$ cat src/rtl/core/c3ce_pkg.sv
package c3ce_pkg;

    // frame geometry
    localparam int MAX_WIDTH  = 1024;
    localparam int MAX_HEIGHT = 1024;
    localparam int KSIZE      = 3;
    localparam int NTAPS      = KSIZE * KSIZE;

    localparam int DIM_W      = 11;
    localparam int COL_W      = $clog2(MAX_WIDTH);
    localparam int ROW_W      = $clog2(MAX_HEIGHT);
    localparam int OUT_RC_W   = 10;

    // data widths
    localparam int PIX_W      = 8;
    localparam int COEF_W     = 16;
    localparam int KROW_W     = KSIZE * COEF_W;
    localparam int PROD_W     = PIX_W + COEF_W;
    localparam int RSUM_W     = PROD_W + 2;
    localparam int VAL_W      = 28;
    localparam int LS_W       = 2 * PIX_W;

    // configuration port
    localparam int CFG_IDX_W  = 3;
    localparam int CFG_DATA_W = KROW_W;

    localparam logic [CFG_IDX_W-1:0] CFG_WIDTH      = 3'd0;
    localparam logic [CFG_IDX_W-1:0] CFG_HEIGHT     = 3'd1;
    localparam logic [CFG_IDX_W-1:0] CFG_KROW_TOP   = 3'd2;
    localparam logic [CFG_IDX_W-1:0] CFG_KROW_MID   = 3'd3;
    localparam logic [CFG_IDX_W-1:0] CFG_KROW_BOT   = 3'd4;

    // result kinds, in emission order
    localparam int NUM_KIND          = 4;
    localparam int KIND_ABOVE        = 0;
    localparam int KIND_ABOVE_RIGHT  = 1;
    localparam int KIND_BOTTOM       = 2;
    localparam int KIND_BOTTOM_RIGHT = 3;

    typedef logic [PIX_W-1:0]                   t_pix;
    typedef t_pix [KSIZE-1:0][KSIZE-1:0]        t_win;
    typedef t_pix [NTAPS-1:0]                   t_taps;
    typedef logic [KSIZE-1:0][KROW_W-1:0]       t_krows;
    typedef logic [NUM_KIND-1:0]                t_kmask;

    typedef struct packed {
        logic [OUT_RC_W-1:0] row;
        logic [OUT_RC_W-1:0] col;
        logic                run_last;
        logic                frame_last;
    } t_meta;

    typedef struct packed {
        t_taps taps;
        t_meta meta;
    } t_issue;

endpackage

$ cat src/rtl/core/c3ce_mac.sv
module c3ce_mac (
    input  logic                          i_clk,
    input  logic                          i_rst_n,
    input  logic                          i_iss_valid,
    output logic                          o_iss_ready,
    input  c3ce_pkg::t_issue              i_iss,
    input  c3ce_pkg::t_krows              i_krows,
    output logic                          o_valid,
    input  logic                          i_ready,
    output c3ce_pkg::t_meta               o_meta,
    output logic signed [c3ce_pkg::VAL_W-1:0] o_value
);
    import c3ce_pkg::*;

    logic                     r_c_v, r_d_v, r_e_v;
    t_meta                    r_c_meta, r_d_meta, r_e_meta;
    logic signed [PROD_W-1:0] r_c_prod [NTAPS];
    logic signed [RSUM_W-1:0] r_d_sum [KSIZE];
    logic signed [VAL_W-1:0]  r_e_value;

    logic signed [PROD_W-1:0] n_prod [NTAPS];
    logic signed [RSUM_W-1:0] n_sum [KSIZE];
    logic signed [VAL_W-1:0]  n_value;
    logic                     c_rdy, d_rdy, e_rdy;

    always_comb begin
        e_rdy = !r_e_v || i_ready;
        d_rdy = !r_d_v || e_rdy;
        c_rdy = !r_c_v || d_rdy;
        o_iss_ready = c_rdy;
    end

    // pixel times signed coefficient, one product per tap
    always_comb begin
        logic signed [PROD_W-1:0] pe;
        logic signed [PROD_W-1:0] ce;
        logic        [COEF_W-1:0] coef;
        for (int a = 0; a < KSIZE; a++) begin
            for (int b = 0; b < KSIZE; b++) begin
                coef = i_krows[a][b*COEF_W +: COEF_W];
                pe   = {{(PROD_W-PIX_W){1'b0}}, i_iss.taps[a*KSIZE + b]};
                ce   = {{(PROD_W-COEF_W){coef[COEF_W-1]}}, coef};
                n_prod[a*KSIZE + b] = pe * ce;
            end
        end
    end

    always_comb begin
        for (int a = 0; a < KSIZE; a++) begin
            n_sum[a] = RSUM_W'(r_c_prod[a*KSIZE]) + RSUM_W'(r_c_prod[a*KSIZE + 1])
                     + RSUM_W'(r_c_prod[a*KSIZE + 2]);
        end
        n_value = VAL_W'(r_d_sum[0]) + VAL_W'(r_d_sum[1]) + VAL_W'(r_d_sum[2]);
    end

    always_ff @(posedge i_clk) begin
        if (!i_rst_n) begin
            r_c_v <= 1'b0;
            r_d_v <= 1'b0;
            r_e_v <= 1'b0;
        end else begin
            if (c_rdy) r_c_v <= i_iss_valid;
            if (d_rdy) r_d_v <= r_c_v;
            if (e_rdy) r_e_v <= r_d_v;
        end
    end

    always_ff @(posedge i_clk) begin
        if (i_iss_valid && c_rdy) begin
            r_c_meta <= i_iss.meta;
            for (int k = 0; k < NTAPS; k++) begin
                r_c_prod[k] <= n_prod[k];
            end
        end
        if (r_c_v && d_rdy) begin
            r_d_meta <= r_c_meta;
            for (int a = 0; a < KSIZE; a++) begin
                r_d_sum[a] <= n_sum[a];
            end
        end
        if (r_d_v && e_rdy) begin
            r_e_meta  <= r_d_meta;
            r_e_value <= n_value;
        end
    end

    assign o_valid = r_e_v;
    assign o_meta  = r_e_meta;
    assign o_value = r_e_value;

endmodule

$ cat config.mk
export PLATFORM = sky130hd
export DESIGN_NAME = c3ce_mac
export DESIGN_NICKNAME = d
export VERILOG_FILES = /design/src/rtl/core/c3ce_pkg.sv /design/src/rtl/core/c3ce_mac.sv
export SDC_FILE = /design/constraint.sdc
export NUM_CORES = 2
export LEC_CHECK = 0
export BUFFER_PORTS_ARGS = -buffer_cell sky130_fd_sc_hd__buf_2
export CORE_MARGIN = 4
export CORE_UTILIZATION = 30
export DETAILED_ROUTE_END_ITERATION = 6
export PLACE_DENSITY = 0.51
export REMOVE_ABC_BUFFERS = 1
export SLEW_MARGIN = 20
export SYNTH_ARGS = -nofsm -noshare
export SYNTH_HDL_FRONTEND = slang
export SYNTH_SLANG_ARGS = --single-unit
$ cat constraint.sdc
create_clock -name i_clk -period 18.2 [get_ports i_clk]
set_clock_uncertainty 0.1 [all_clocks]
set_input_delay 0 -clock i_clk [delete_from_list [all_inputs] [get_ports i_clk]]
set_output_delay 0 -clock i_clk [all_outputs]
set_load 0.01 [all_outputs]
==> results.py <==
metrics = {
    "setup_path": {
        "worst_setup_path_end_kind": "flip-flop",
        "timing.reg2reg.setup_slack_ns": 14.25,
        "worstRegToRegCells": 12,
        "cp.buffers_inverters": 4,
        "path_class": "primary input to flip-flop",
        "critical_path_required_ns": 18.42,
        "timing.critical_path.slowest_stage_cell": "sky130_fd_sc_hd__a2111oi_0",
        "critical_path.cell_chain": "dlygate4sd3_1 -> buf_2 -> and2_1 -> fa_1 -> fa_1 -> inv_1 -> fa_1 -> fa_1 -> inv_1 -> ha_1 -> o21a_1 -> a2111oi_0 -> o31ai_1 -> nor4_1 -> o31ai_1 -> a221oi_1 -> o21bai_1 -> xnor2_1",
        "crit_path_max_fanout": 8,
        "critical_path.most_common_cell": "sky130_fd_sc_hd__fa_1",
        "worst_path_largest_cell_delay_ns": 0.66,
        "worst_r2r_startpoint": "r_d_sum[0][1]",
        "worst_r2r_endpoint": "o_value[27]",
        "crit_arrival_ns": 5.23,
        "cp-start-kind": "primary input",
        "critical-path-top-delay-family": "adder cells",
    },
    "clocking": {
        "clock_path_buffers": 3,
        "worstSkewPairLatency_ns": 0.59,
        "count_of_buffers_added_by_post_cts_timing_repair_for_setup": 0,
        "numClockSinks": 391,
        "cts-buffers-inserted": 47,
        "ctsRootBufferMaster": "sky130_fd_sc_hd__clkbuf_16",
        "tritoncts_clock_tree": "done",
        "cts.clk_slew.worst_paths_ns": 0.06,
        "htree_num_levels": 2,
        "ctsResizeCount": 0,
    },
    "logic_synthesis": {
        "synth.ff_latch_count": 391,
        "synth_async_sr_flop_share_pct": 0,
        "netlist_area_um2": 58500,
        "syn-mean-instance-area_um2": 9.83,
        "netlist_instances": 5955,
        "yosys_most_used_dff": "sky130_fd_sc_hd__edfxtp_1",
        "synth_warnings": 0,
        "yosysUniqueCellTypes": 67,
        "synth_enable_flop_cells": 388,
        "yosysSeqAreaShare_pct": 20.0,
    },
    "timing": {
        "final-max-slew-violation-count": 0,
        "fin_hold_ws_ns": 0.0475,
        "setup-violations-final": 0,
        "period_needed_ns": 5.01,
        "max-slew-margin-rel_pct": 38.3,
        "final-hold-violation-count": 0,
        "worst-slew-pin-transition_ns": 0.925,
        "fmax_ghz": 0.200,
        "grt_setup_unrepaired": "false",
        "final.period_utilization_pct": 27.5,
        "timing.setup.tns_ns": 0,
    },
    "min_path": {
        "min_from": "i_iss[8]",
        "holdPathStages": 2,
        "worstHoldEndpoint": "r_c_meta[8]",
        "holdCritPathClass": "primary input to flip-flop",
    },
    "detailed_routing": {
        "tritonroute_pass_1_iters": 5,
        "detail_route.drc_violations": 0,
        "post_drt_wl_per_cell_um": 16.3,
        "vias_per_cell": 4.53,
        "drt-initial-drc-count": 1640,
        "postRouteAntennaNets": 0,
        "drt-total-wl_mm": 145,
        "dr_total_vias": 40100,
    },
    "cells_and_area": {
        "fin_util_pct": 33.7,
        "nFillCells": 19700,
        "multi_input_area_um2": 41100,
        "area_delta_synth_final_pct": 11.4,
        "final_net_count": 8050,
        "regArea_um2": 11700,
        "final_layout_size_suffix_gt1_share_pct": 6.18,
    },
    "floorplan": {
        "chipWidth_um": 450,
        "die-area_um2": 202000,
        "cell_rows": 161,
        "placeableCoreArea_um2": 193000,
        "io_pins": 294,
        "chipHeight_um": 450,
        "starting_density_of_the_core_pct": 30.3,
    },
    "grt": {
        "grt_max_degree": 73,
        "antenna_found_initial": 12,
        "overflow": 0,
        "first_global_vias": 42500,
        "groute.usage.overall_pct": 14.5,
        "grt_first_pass_wirelength_mm": 236,
    },
    "place": {
        "io_buffers": 293,
        "hpwlAfterDp_mm": 121,
        "routabilityCongestion": 0.816,
    },
    "power": {
        "cellLeakagePower_nw": 32.1,
        "worst_voltage_drop_across_the_vdd_grid_uv": 109,
        "powerDensity_nw_per_um2": 197,
    },
    "job": {
        "maxCapViolations": 0,
    },
    "run_status": {
        "status": "finished clean",
    },
}
placed cells by master, fill, tap and decap left out, types with 30 or more instances in the layout:
cell type / synthesis / final
sky130_fd_sc_hd__fa_1: 1002 / 1002
sky130_fd_sc_hd__nand2_1: 720 / 720
sky130_fd_sc_hd__o21a_1: 30 / 30
sky130_fd_sc_hd__buf_2: 0 / 293
sky130_fd_sc_hd__o21ai_0: 54 / 54
sky130_fd_sc_hd__edfxtp_1: 388 / 388
sky130_fd_sc_hd__xnor2_1: 208 / 208
sky130_fd_sc_hd__a21o_1: 120 / 120
sky130_fd_sc_hd__a31oi_1: 32 / 31
sky130_fd_sc_hd__nor2b_1: 39 / 38
sky130_fd_sc_hd__nand2b_1: 30 / 30
sky130_fd_sc_hd__nor2_1: 108 / 108
sky130_fd_sc_hd__and2_1: 528 / 528
sky130_fd_sc_hd__ha_1: 521 / 521
sky130_fd_sc_hd__o21ai_1: 42 / 42
sky130_fd_sc_hd__xor2_1: 75 / 75
sky130_fd_sc_hd__inv_1: 1455 / 1455
sky130_fd_sc_hd__nand3_1: 38 / 38
sky130_fd_sc_hd__dlygate4sd3_1: 0 / 64
sky130_fd_sc_hd__a21oi_1: 193 / 193
sky130_fd_sc_hd__clkbuf_16: 0 / 48
synthesized netlist by cell type (7+ instances only):
cell,instances,area share (%)
sky130_fd_sc_hd__inv_1,1455,9.3
sky130_fd_sc_hd__fa_1,1002,34
sky130_fd_sc_hd__nand2_1,720,4.6
sky130_fd_sc_hd__and2_1,528,5.6
sky130_fd_sc_hd__ha_1,521,11
sky130_fd_sc_hd__edfxtp_1,388,20
sky130_fd_sc_hd__xnor2_1,208,3.1
sky130_fd_sc_hd__a21oi_1,193,1.7
sky130_fd_sc_hd__a21o_1,120,1.5
sky130_fd_sc_hd__nor2_1,108,0.69
sky130_fd_sc_hd__clkbuf_1,83,0.53
sky130_fd_sc_hd__xor2_1,75,1.1
sky130_fd_sc_hd__o21ai_0,54,0.46
sky130_fd_sc_hd__o21ai_1,42,0.36
sky130_fd_sc_hd__nor2b_1,39,0.42
sky130_fd_sc_hd__nand3_1,38,0.32
sky130_fd_sc_hd__a31oi_1,32,0.34
sky130_fd_sc_hd__nand2b_1,30,0.32
sky130_fd_sc_hd__o21a_1,30,0.38
sky130_fd_sc_hd__nand4_1,25,0.27
sky130_fd_sc_hd__o21bai_1,25,0.32
sky130_fd_sc_hd__nor3_1,23,0.20
sky130_fd_sc_hd__a211oi_1,20,0.26
sky130_fd_sc_hd__and3_1,15,0.16
sky130_fd_sc_hd__o31ai_1,15,0.19
sky130_fd_sc_hd__a221oi_1,13,0.19
sky130_fd_sc_hd__or3_1,13,0.14
sky130_fd_sc_hd__a2111oi_0,10,0.15
sky130_fd_sc_hd__and4_1,9,0.13
sky130_fd_sc_hd__o211ai_1,8,0.10
sky130_fd_sc_hd__a311o_1,7,0.12
sky130_fd_sc_hd__mux2i_1,7,0.12
worst max path at each step:
stage / from / to / slack [ns] / depth (start not counted)
floorplan: r_c_v / r_c_meta[0] / 4.00 / 1
CTS: i_krows[97] / r_c_prod[0][167] / 13.20 / 18
global placement: i_iss[78] / r_c_prod[0][191] / 12.85 / 18
detailed placement: i_iss[81] / r_c_prod[0][191] / 12.78 / 18
finish: i_krows[97] / r_c_prod[0][167] / 13.19 / 18
global route: i_krows[97] / r_c_prod[0][167] / 12.82 / 18
sequential cells by signal, indices dropped and copies added, names as in the netlist:
register / count
r_c_v: 1
o_meta: 22
r_d_sum: 78
o_value: 28
r_d_meta: 22
o_valid: 1
r_c_meta: 22
r_d_v: 1
r_c_prod: 216
cell families after synthesis:
group | after synthesis | synth area share (%)
adders and majority gates | 1523 | 45.4
xor gates and xnor gates | 283 | 4.24
AOI/OAI and AO/OA | 635 | 7.07
and+or+nand+nor | 1577 | 13.3
DFF | 391 | 20.0
buffers and inverters | 1539 | 9.87
muxes | 7 | 0.120
timing repair:
action | in CTS | in global routing
hold buffers | 64 | 0
hold endpoints to repair | 52 | 0
endpoints found under the setup margin | 0 | 0
through the flow:
stage | setup slack, ns | power, mW | std cells | instance area [um^2]
after floorplan | 4.00 | 9.25 | 5872 | 58200
after global placement | 12.85 | 11.8 | 8698 | 62900
after detailed placement | 12.78 | 11.9 | 8698 | 62900
after CTS | 13.20 | 13.0 | 8850 | 65200
after global routing | 12.82 | 14.2 | 8853 | 65200
final | 13.19 | 12.8 | 8855 | 65200
area by class of cell:
cell class	count	area share, %
clock inverters	33	0.589
well taps	2526	4.85
clock buffers	55	1.88
diodes	5	0.0192
repair buffers	364	3.31
inverters	1456	8.38
multi-input cells	4025	63.0
flip-flops and latches	391	18.0
where the power goes:
group | total, mW | switching, mW | internal [mW]
registers | 2.29 | 0.320 | 1.97
logic | 9.53 | 5.51 | 4.02
clock network | 0.995 | 0.407 | 0.588
per-layer routing:
| metal | up-vias | routed length [um] | global-route usage [%] |
|---|---|---|---|
| met2 | 671 | 70700 | 25.1 |
| met4 | 2 | 3220 | 3.12 |
| met5 | - | 13 | 0 |
| met1 | 20200 | 66000 | 19.6 |
| met3 | 135 | 4530 | 1.36 |
| li1 | 19100 | - | - |
No activity file was read; power rests on OpenSTA's default activity.
